`src/wsd_pkg.sv`:
```
// Shared types and constants for the WebSocket frame deframer.
`timescale 1ns / 1ps

package wsd_pkg;

  localparam int LENGTH_BITS = 64;

  // parse phase codes
  localparam logic [2:0] PH_HDR0   = 3'd0;
  localparam logic [2:0] PH_HDR1   = 3'd1;
  localparam logic [2:0] PH_EXT    = 3'd2;
  localparam logic [2:0] PH_MASK   = 3'd3;
  localparam logic [2:0] PH_PAY    = 3'd4;
  localparam logic [2:0] PH_CLOSED = 3'd5;

  // opcodes
  localparam logic [3:0] OP_CONT  = 4'h0;
  localparam logic [3:0] OP_BIN   = 4'h2;
  localparam logic [3:0] OP_CLOSE = 4'h8;
  localparam logic [3:0] OP_PING  = 4'h9;

  localparam logic [6:0] LEN7_EXT16 = 7'd126;
  localparam logic [6:0] LEN7_EXT64 = 7'd127;

  localparam logic [3:0] EXT_BYTES16 = 4'd2;
  localparam logic [3:0] EXT_BYTES64 = 4'd8;

  // output word kinds
  localparam logic [1:0] KIND_DATA  = 2'd0;
  localparam logic [1:0] KIND_PONG  = 2'd1;
  localparam logic [1:0] KIND_CLOSE = 2'd2;

  typedef logic [LENGTH_BITS-1:0] len_t;

  typedef struct packed {
    logic       vld;
    logic [1:0] kind;
    logic [7:0] data;
    logic       last;
  } res_t;

endpackage

```
`src/wsd_parser.sv`:
```
// Frame header/payload parser: state registers and per-byte result logic.
`timescale 1ns / 1ps

module wsd_parser
  import wsd_pkg::*;
(
  input  logic       clk,
  input  logic       rst_n,
  input  logic       byte_acc,
  input  logic [7:0] rx_byte,
  output res_t       res
);

  logic [2:0]  phase_r,   phase_nxt;
  logic [3:0]  opcode_r,  opcode_nxt;
  logic        mask_on_r, mask_on_nxt;
  len_t        len_r,     len_nxt;
  logic [3:0]  ext_cnt_r, ext_cnt_nxt;
  logic [31:0] mask_r,    mask_nxt;
  logic [1:0]  mpos_r,    mpos_nxt;

  logic [7:0]  key;
  logic        is_data;
  len_t        len_dec;
  res_t        fin_res;
  logic [2:0]  fin_phase;

  assign is_data = (opcode_r == OP_CONT) || (opcode_r == OP_BIN);
  assign len_dec = len_r - len_t'(1);

  always_comb begin
    unique case (mpos_r)
      2'd0: key = mask_r[31:24];
      2'd1: key = mask_r[23:16];
      2'd2: key = mask_r[15:8];
      default: key = mask_r[7:0];
    endcase
    if (!mask_on_r) key = 8'h00;
  end

  // end of a frame: ping and close raise events, close locks the parser
  always_comb begin
    fin_res   = '0;
    fin_phase = PH_HDR0;
    if (opcode_r == OP_PING) begin
      fin_res.vld  = 1'b1;
      fin_res.kind = KIND_PONG;
      fin_res.last = 1'b1;
    end else if (opcode_r == OP_CLOSE) begin
      fin_res.vld  = 1'b1;
      fin_res.kind = KIND_CLOSE;
      fin_res.last = 1'b1;
      fin_phase    = PH_CLOSED;
    end
  end

  always_comb begin
    phase_nxt   = phase_r;
    opcode_nxt  = opcode_r;
    mask_on_nxt = mask_on_r;
    len_nxt     = len_r;
    ext_cnt_nxt = ext_cnt_r;
    mask_nxt    = mask_r;
    mpos_nxt    = mpos_r;
    res         = '0;
    if (byte_acc) begin
      unique case (phase_r)
        PH_CLOSED: begin
        end
        PH_HDR1: begin
          mask_on_nxt = rx_byte[7];
          if (rx_byte[6:0] == LEN7_EXT16) begin
            len_nxt     = '0;
            ext_cnt_nxt = EXT_BYTES16;
            phase_nxt   = PH_EXT;
          end else if (rx_byte[6:0] == LEN7_EXT64) begin
            len_nxt     = '0;
            ext_cnt_nxt = EXT_BYTES64;
            phase_nxt   = PH_EXT;
          end else begin
            len_nxt     = len_t'(rx_byte[6:0]);
            ext_cnt_nxt = '0;
            mpos_nxt    = '0;
            if (rx_byte[7]) begin
              mask_nxt  = '0;
              phase_nxt = PH_MASK;
            end else if (rx_byte[6:0] == 7'd0) begin
              res       = fin_res;
              phase_nxt = fin_phase;
            end else begin
              phase_nxt = PH_PAY;
            end
          end
        end
        PH_EXT: begin
          // lengths beyond the counter width saturate
          if (len_r[LENGTH_BITS-1 -: 8] != 8'h00) len_nxt = '1;
          else len_nxt = {len_r[LENGTH_BITS-9:0], rx_byte};
          ext_cnt_nxt = ext_cnt_r - 4'd1;
          if (ext_cnt_r == 4'd1) begin
            mpos_nxt = '0;
            if (mask_on_r) begin
              mask_nxt  = '0;
              phase_nxt = PH_MASK;
            end else if (len_nxt == '0) begin
              res       = fin_res;
              phase_nxt = fin_phase;
            end else begin
              phase_nxt = PH_PAY;
            end
          end
        end
        PH_MASK: begin
          mask_nxt = {mask_r[23:0], rx_byte};
          mpos_nxt = mpos_r + 2'd1;
          if (mpos_r == 2'd3) begin
            if (len_r == '0) begin
              res       = fin_res;
              phase_nxt = fin_phase;
            end else begin
              phase_nxt = PH_PAY;
            end
          end
        end
        PH_PAY: begin
          mpos_nxt = mpos_r + 2'd1;
          len_nxt  = len_dec;
          if (is_data) begin
            res.vld  = 1'b1;
            res.kind = KIND_DATA;
            res.data = rx_byte ^ key;
            res.last = (len_dec == '0);
            if (len_dec == '0) phase_nxt = PH_HDR0;
          end else if (len_dec == '0) begin
            res       = fin_res;
            phase_nxt = fin_phase;
          end
        end
        default: begin
          // first header byte; unused codes land here too
          opcode_nxt = rx_byte[3:0];
          phase_nxt  = PH_HDR1;
        end
      endcase
    end
  end

  always_ff @(posedge clk) begin
    if (!rst_n) begin
      phase_r   <= PH_HDR0;
      opcode_r  <= '0;
      mask_on_r <= 1'b0;
      len_r     <= '0;
      ext_cnt_r <= '0;
      mask_r    <= '0;
      mpos_r    <= '0;
    end else begin
      phase_r   <= phase_nxt;
      opcode_r  <= opcode_nxt;
      mask_on_r <= mask_on_nxt;
      len_r     <= len_nxt;
      ext_cnt_r <= ext_cnt_nxt;
      mask_r    <= mask_nxt;
      mpos_r    <= mpos_nxt;
    end
  end

  // once closed, the parser stays closed until reset
  a_closed_sticky: assert property (@(posedge clk) disable iff (!rst_n)
    phase_r == PH_CLOSED |=> phase_r == PH_CLOSED)
    else $error("closed state left without reset");

  // extended length counter only runs while reading length bytes
  a_ext_cnt: assert property (@(posedge clk) disable iff (!rst_n)
    phase_r == PH_EXT |-> ext_cnt_r != 4'd0)
    else $error("extended length count empty in length phase");

  // a frame ends only after the payload counter has drained
  a_pay_len: assert property (@(posedge clk) disable iff (!rst_n)
    phase_r == PH_PAY |-> len_r != '0)
    else $error("payload phase with zero length left");

endmodule

```
`src/websocket_frame_deframer_top.sv`:
```
// Top level of the WebSocket frame deframer: stream ports and output register.
// Output: a result word appears in the cycle after the byte that causes it is taken.
// Throughput: one received byte per cycle; the output register refills in the
// same cycle that its word is taken, so only downstream back-pressure stalls input.
// Reset: synchronous, active low; parser returns to the first header byte,
// the output register empties and any close lock is released.
`timescale 1ns / 1ps

module websocket_frame_deframer_top
  import wsd_pkg::*;
(
  input  logic       clk,
  input  logic       rst_n,
  input  logic       in_tvalid,
  output logic       in_tready,
  input  logic [7:0] in_tdata,   // [7:0] rx_byte
  output logic       out_tvalid,
  input  logic       out_tready,
  output logic [7:0] out_tdata,  // [7:0] out_byte
  output logic [1:0] out_tuser,  // [1:0] out_kind
  output logic       out_tlast
);

  logic       in_acc;
  res_t       res;
  logic       vld_r;
  logic [7:0] data_r;
  logic [1:0] kind_r;
  logic       last_r;

  assign in_tready = !vld_r || out_tready;
  assign in_acc    = in_tvalid && in_tready;

  wsd_parser u_parser (
    .clk      (clk),
    .rst_n    (rst_n),
    .byte_acc (in_acc),
    .rx_byte  (in_tdata),
    .res      (res)
  );

  always_ff @(posedge clk) begin
    if (!rst_n) begin
      vld_r <= 1'b0;
    end else if (in_tready) begin
      vld_r <= in_acc && res.vld;
    end
  end

  always_ff @(posedge clk) begin
    if (in_acc && res.vld) begin
      data_r <= res.data;
      kind_r <= res.kind;
      last_r <= res.last;
    end
  end

  assign out_tvalid = vld_r;
  assign out_tdata  = data_r;
  assign out_tuser  = kind_r;
  assign out_tlast  = last_r;

  a_kind_range: assert property (@(posedge clk) disable iff (!rst_n)
    out_tvalid |-> (out_tuser == KIND_DATA || out_tuser == KIND_PONG ||
                    out_tuser == KIND_CLOSE))
    else $error("undefined output kind");

  a_event_word: assert property (@(posedge clk) disable iff (!rst_n)
    out_tvalid && out_tuser != KIND_DATA |-> out_tdata == 8'h00 && out_tlast)
    else $error("event word with data or without last");

  a_ready_empty: assert property (@(posedge clk) disable iff (!rst_n)
    !out_tvalid |-> in_tready)
    else $error("input stalled with empty output register");

endmodule
```
`config.mk`:
```
export PLATFORM = sky130hd
export DESIGN_NAME = websocket_frame_deframer_top
export DESIGN_NICKNAME = d
export VERILOG_FILES = /design/src/wsd_pkg.sv /design/src/wsd_parser.sv /design/src/websocket_frame_deframer_top.sv
export SDC_FILE = /design/constraint.sdc
export NUM_CORES = 1
export LEC_CHECK = 0
export ABC_AREA = 1
export BUFFER_PORTS_ARGS = -buffer_cell sky130_fd_sc_hd__buf_4
export CAP_MARGIN = 0
export CORE_ASPECT_RATIO = 1.4
export CORE_MARGIN = 2
export CORE_UTILIZATION = 65
export CTS_CLUSTER_SIZE = 40
export DETAILED_ROUTE_END_ITERATION = 10
export PLACE_DENSITY = 0.83
export REMOVE_ABC_BUFFERS = 1
export SKIP_CTS_REPAIR_TIMING = 1
export SLEW_MARGIN = 20
export SYNTH_ARGS = -nofsm -noshare
export SYNTH_HDL_FRONTEND = slang
export SYNTH_SLANG_ARGS = --single-unit
```
`constraint.sdc`:
```
create_clock -name clk -period 5.65 [get_ports clk]
set_input_delay 1.13 -clock clk [delete_from_list [all_inputs] [get_ports clk]]
set_output_delay 1.13 -clock clk [all_outputs]
set_load 0.02 [all_outputs]
```
==> results of run 1 <==
-- power breakdown --
| part | total [mW] | switching [mW] | leakage (nW) | internal [mW] |
|---|---|---|---|---|
| clock network | 1.09 | 0.498 | 0.282 | 0.587 |
| registers | 1.04 | 0.105 | 1.01 | 0.938 |
| logic | 1.29 | 0.928 | 2.44 | 0.364 |
-- cells by family (layout without fill, tap and decap cells) --
| kind of cell | after synthesis | count (layout) | synth area share, % |
|---|---|---|---|
| adder cells (fa/ha/maj) | 9 | 9 | 1.362 |
| AO/OA/AOI/OAI | 308 | 308 | 20.76 |
| XOR/XNOR | 35 | 35 | 3.708 |
| buffers and inverters | 150 | 157 | 6.840 |
| flip-flops | 122 | 122 | 30.87 |
| AND/OR/NAND/NOR | 695 | 695 | 36.46 |
-- state kept, by name (all words and copies together), names as in the netlist --
name / cells
u_parser.mpos_r: 2
u_parser.len_r: 64
out_tuser: 2
out_tdata: 8
u_parser.phase_r: 3
u_parser.opcode_r: 4
u_parser.mask_on_r: 1
out_tvalid: 1
u_parser.ext_cnt_r: 4
u_parser.mask_r: 32
out_tlast: 1
-- cell usage in the layout (no fill, tap or decap), types with 5 or more instances in the layout --
master | synthesis | final
nor2_2 | 15 | 16
nand3_1 | 42 | 42
nor2_4 | 8 | 10
a21oi_1 | 62 | 62
edfxtp_1 | 11 | 11
buf_4 | 0 | 32
xor2_1 | 27 | 27
a31oi_1 | 61 | 61
inv_1 | 90 | 90
a221oi_1 | 5 | 5
ha_1 | 9 | 9
nand2_1 | 337 | 337
inv_8 | 0 | 5
o21ai_0 | 146 | 146
clkbuf_16 | 0 | 17
dfxtp_1 | 111 | 111
inv_6 | 0 | 5
nor2_1 | 222 | 219
a211oi_1 | 16 | 16
nor3_1 | 11 | 11
nand4_1 | 7 | 7
xnor2_1 | 8 | 8
nand2_2 | 10 | 10
nand3b_1 | 27 | 27
-- cell type report --
cell class | instances | area [µm²]
Sequential cell | 122 | 2552
Timing Repair Buffer | 32 | 240.2
Clock buffer | 17 | 425.4
Clock inverter | 15 | 147.6
Inverter | 93 | 349.1
Multi-Input combinational cell | 1047 | 5167
Fill cell | 1088 | 3302
Tap cell | 150 | 187.7
-- layer usage --
layer  track usage, %  up-vias
li1                 -     4396
met1            45.30     4189
met2            69.59      565
met3            6.596      163
met4            30.52        0
met5                0        -
-- worst paths after layout --
check / startpoint / endpoint / slack [ns] / cells past startpoint
setup / recovery: u_parser.len_r[5] / out_tdata[3] / 2.23 / 19
hold / removal: u_parser.mask_r[31] / u_parser.mask_r[31] / 0.47 / 2
setup reg to reg: u_parser.len_r[5] / out_tdata[3] / 2.23 / 19
hold reg to reg: u_parser.mask_r[31] / u_parser.mask_r[31] / 0.47 / 2
-- critical path: stages (launching register included) --
cell     delay [ns]
dfxtp_1        0.39
nor2_1         0.21
nand2_2        0.12
nor2_8         0.16
nand2_4        0.12
nor2_1         0.40
nand2_1        0.12
nand2_1        0.08
nand2_1        0.08
nor2_1         0.12
nand2_1        0.06
nor2_1         0.16
nand2_1        0.09
nor2_2         0.16
nand3_1        0.11
nand2_1        0.09
nand2_1        0.05
nand2_1        0.09
nand2_1        0.09
inv_1          0.38
==> reports/metrics.cfg, run 1 <==
[run_status]
status=complete, no violations

[detailed_routing]
dr.max_layer_used=met4
drt_iter0_markers=818
drc_errors=0
drtAntennaViolNets=0
avgRoutedWirePerCell_um=18.86
vias=9313
routed_wl_um=27840
drt_pass1_iterations=6
viasPerCell=6.310
wl_met3_um=2403
m1WireLength_um=9919
wl_met2_um=13440

[floorplanning]
initial_core_util_pct=66.83
die-area_mm2=0.01365
chipWidth_um=99.32
die_y_um=137.4
ios=25
fp.coreArea_mm2=0.01237
num_rows=48

[sta]
drv_slew=0
clock-skew-final_ns=0.007273
slew_headroom_pct=34.84
rsz0062_at_grt=false
setup_violations=0
period_share_pct=60.55
hold_viol_final=0
period_needed_ns=3.421
worstMarginPinSlew_ns=0.9685
hold_ws_ns=0.4697
finalWorstSetupSlack_ns=2.229
fmax_ghz=0.2923
setup_tns_ns=0

[yosys]
synth_flop_cell=dfxtp_1
yosysUniqueCellTypes=41
synth.top_cell.area_share_pct=26.88
syn_area_mm2=0.008268
ys_top_cells_by_area=dfxtp_1 27%, nand2_1 15%, nor2_1 10%
synth_common_cells=337 x nand2_1, 222 x nor2_1, 146 x o21ai_0
synth_warnings=0
synth_area_leader_cell=dfxtp_1
async_flop_share_pct=0
ys_ff_latch=122
syn_inst=1319
avgSynthCellArea_um2=6.268
synth_edf_count=11
synth_most_common_cell=nand2_1
yosysSeqAreaShare_pct=30.87

[clock_tree]
clock-sinks=122
cts_tree=done
cts_max_level=4
clk-insertion-delay-late_ns=0.43
cts_buffers=17
clockBufferDepth=2
clock_tree.root_cell=clkbuf_16
clk_pin_slew_ns=0.06

[cells_and_area]
instances_no_fill=1476
fin_area_mm2=0.009070
finish.utilization_pct=73.31
syn_to_final_growth_pct=9.700
antenna_cells=0
layout.nets=1334
drive_gt1_share_pct=8.522

[min_path]
hold_path_class=flop to flop

[pwr]
powerDensity_mw_per_mm2=377.0
leakage_nw=3.729
ir_drop_mv=0.2145
finalPower_mw=3.419

[global_route]
grt.overflow.total=0
grt_pass1_vias=8772
grt_usage_pct=40.73
antenna_found_initial=0
grt_max_degree=69
grt_pass1_wl_um=43590

[critical_path]
arrival_ns=3.50
crit_fanout=11
cp-end-kind=flop
path_class=flop to flop
cp-start-kind=flop
critical_path_required_ns=5.73

[place]
placed_cell_area_mm2=0.008497
dp_hpwl_um=19070
placed_cells=1444
portBuffers=24
pre_cts_slack_ns=2.206
globalplace.congestion=1.020

[flow_run]
cap_violations=0

Power figures use the tool's default switching activity.
==> inputs of run 2 (changes only) <==
Settings changed: CORE_UTILIZATION 65 to 57, PLACE_DENSITY 0.83 to 0.77.
Clock period 5.65 ns to 2.8 ns, I/O delays scaled along.
==> reports/metrics.cfg, run 2 (synthesis gave the netlist of run 1 again) <==
[run_status]
status=complete, but fails checks
violations=setup timing

[min_path]
hold_start=in_tdata[5]
hold_path_class=primary input to flop
min_to=u_parser.mask_r[5]
holdPathStages=3  ; +1

[cells_and_area]
seqCellArea_mm2=0.002620  ; +2.6%
syn_to_final_growth_pct=32.05
multi_input_area_mm2=0.005717  ; +11%
layout.nets=1481  ; +11%
drive_gt1_share_pct=28.24  ; +20 points
instances_no_fill=1662  ; +13%
antenna_cells=0  ; unchanged
layout_common_cells=309 x nand2_1, 175 x buf_4, 143 x nor2_1, 143 x o21ai_0, 88 x inv_1
fillers=1149  ; +5.6%
final_common_cell=nand2_1
fin_area_mm2=0.01092  ; +20%
largest_reg_flops=64  ; unchanged
top_register=u_parser.len_r

[critical_path]
cpPeakStageDelay_ns=0.37  ; -0.03 ns
crit_fanout=6  ; -5
cp-end-kind=flop
r2r_end=out_tuser[0]
cp-start-kind=flop
path_class=flop to flop
reg2reg_slack_ns=-0.07  ; -2.30 ns
reg2reg_depth=19  ; unchanged
arrival_ns=3.03  ; -0.47 ns
slowest_stage=dfxtp_4
critical_path_required_ns=2.96  ; -2.77 ns
cp_common_cell=nand2_1
path_cells=nor2_4, nand2_2, buf_4, nor2_1, nand2_1, nor2_4, xor2_1, nor2_1, nand2_1, nor2_1, nand2_1, nor2_2, nand3_1, nand2_1, nand2_1, nand2_1, nand2_2, inv_4, clkbuf_16
regToRegStartpoint=u_parser.len_r[9]

[sta]
finalWorstSetupSlack_ns=-0.07157  ; -2.300 ns
worstMarginPinSlew_ns=0.7095  ; -0.2591 ns
hold_viol_final=0  ; unchanged
rsz0062_at_grt=true
clock-skew-final_ns=0.008152  ; +0.0008786 ns
slew_headroom_pct=52.70  ; +18 points
fmax_ghz=0.3482  ; +19%
drv_slew=0  ; unchanged
period_share_pct=102.6  ; +42 points
setup_violations=13  ; +13
period_needed_ns=2.872  ; -0.5497 ns

[clock_tree]
clk_pin_slew_ns=0.06  ; about the same
clk-insertion-delay-late_ns=0.44  ; about the same
clock-sinks=122  ; unchanged
cts_buffers=17  ; unchanged
cts_tree=done
clockBufferDepth=2  ; unchanged
clock_tree.root_cell=clkbuf_16
cts_max_level=4  ; unchanged

[global_route]
antenna_found_initial=0  ; unchanged
grt_max_degree=118  ; +71%
grt_pass1_wl_um=47180  ; +8.2%
grt_usage_pct=38.75  ; -2.0 points
grt.overflow.total=0  ; unchanged
grt_pass1_vias=9230  ; +5.2%

[pwr]
leakage_nw=4.636  ; +24%
powerDensity_mw_per_mm2=749.2  ; +99%
ir_drop_mv=0.4833  ; +130%

[detailed_routing]
avgRoutedWirePerCell_um=19.18  ; +1.7%
routed_wl_um=31880  ; +14%
drc_errors=0  ; unchanged
vias=10100  ; +8.4%
drtAntennaViolNets=0  ; unchanged
drt_iter0_markers=1047  ; +28%
drt_pass1_iterations=6  ; unchanged
viasPerCell=6.075  ; -3.7%

[place]
pre_cts_slack_ns=-0.1222  ; -2.328 ns
placed_cells=1614  ; +12%
globalplace.congestion=1.039  ; +1.8%
placed_cell_area_mm2=0.009567  ; +13%
dp_hpwl_um=21800  ; +14%
portBuffers=24  ; unchanged

[floorplanning]
die-area_mm2=0.01550  ; +14%
die_y_um=146.5  ; +6.6%
chipWidth_um=105.8  ; +6.5%
fp.coreArea_mm2=0.01431  ; +16%
ios=25  ; unchanged
num_rows=52  ; +8.3%
initial_core_util_pct=57.76  ; -9.1 points

[flow_run]
cap_violations=0  ; unchanged

-- run 2: cell count changes in the layout (fill, tap and decap cells not counted), sizes merged --
cell / delta
buf: +146
clkbuf: +2
clkinv: -1
-- run 2: worst max-delay path by stage --
stage	from	end	slack (ns)	depth (start not counted)
after floorplan	u_parser.phase_r[2]	u_parser.len_r[10]	-1.70	8
after global placement	u_parser.len_r[1]	out_tdata[0]	-0.11	20
after detailed placement	u_parser.len_r[1]	out_tdata[1]	-0.12	20
after CTS	u_parser.len_r[1]	out_tdata[0]	-0.15	20
after global routing	u_parser.len_r[8]	out_tuser[0]	-0.20	19
final	u_parser.len_r[9]	out_tuser[0]	-0.07	19
-- run 2: metrics by stage --
stage	power, mW	setup TNS, ns	hold WS [ns]	util, %
finish	8.180	-0.7006	0.4139	76.28
global route	8.521	-2.631	0.4151	76.28
CTS	7.493	-1.595	0.4076	70.99
detailed placement	5.256	-1.338	0.4617	66.84
global placement	5.240	-1.177	0.4547	66.84
floorplan	3.892	-175.69	0.4456	-
-- run 2: final cells by class --
class / instances / share of cell area [%]
clock inverters: 14 / 1.318
flip-flops and latches: 122 / 24.00
repair buffers: 179 / 12.81
inverters: 93 / 3.220
clock buffers: 18 / 4.126
multi-input cells: 1047 / 52.36
well taps: 189 / 2.166
-- run 2: power breakdown --
part	leakage, nW	switching (mW)	internal [mW]	total, mW
clock network	0.292	1.00	1.24	2.24
logic	3.32	2.35	1.44	3.79
registers	1.03	0.239	1.91	2.15
-- run 2: worst max-delay path: cells and delay by family, from the launching register on --
| kind | cells | cell delay [ns] |
|---|---|---|
| AND/OR/NAND/NOR | 15 | 1.72 |
| flip-flops | 1 | 0.37 |
| buffers and inverters | 3 | 0.37 |
| XOR/XNOR | 1 | 0.13 |
-- run 2: routing by layer --
metal	vias to the layer above	wire (µm)	global-route usage (%)
met5	-	0	0
met4	0	2365	22.30
met3	188	2708	7.813
met2	615	15770	67.84
met1	4617	11030	43.22
li1	4676	-	-
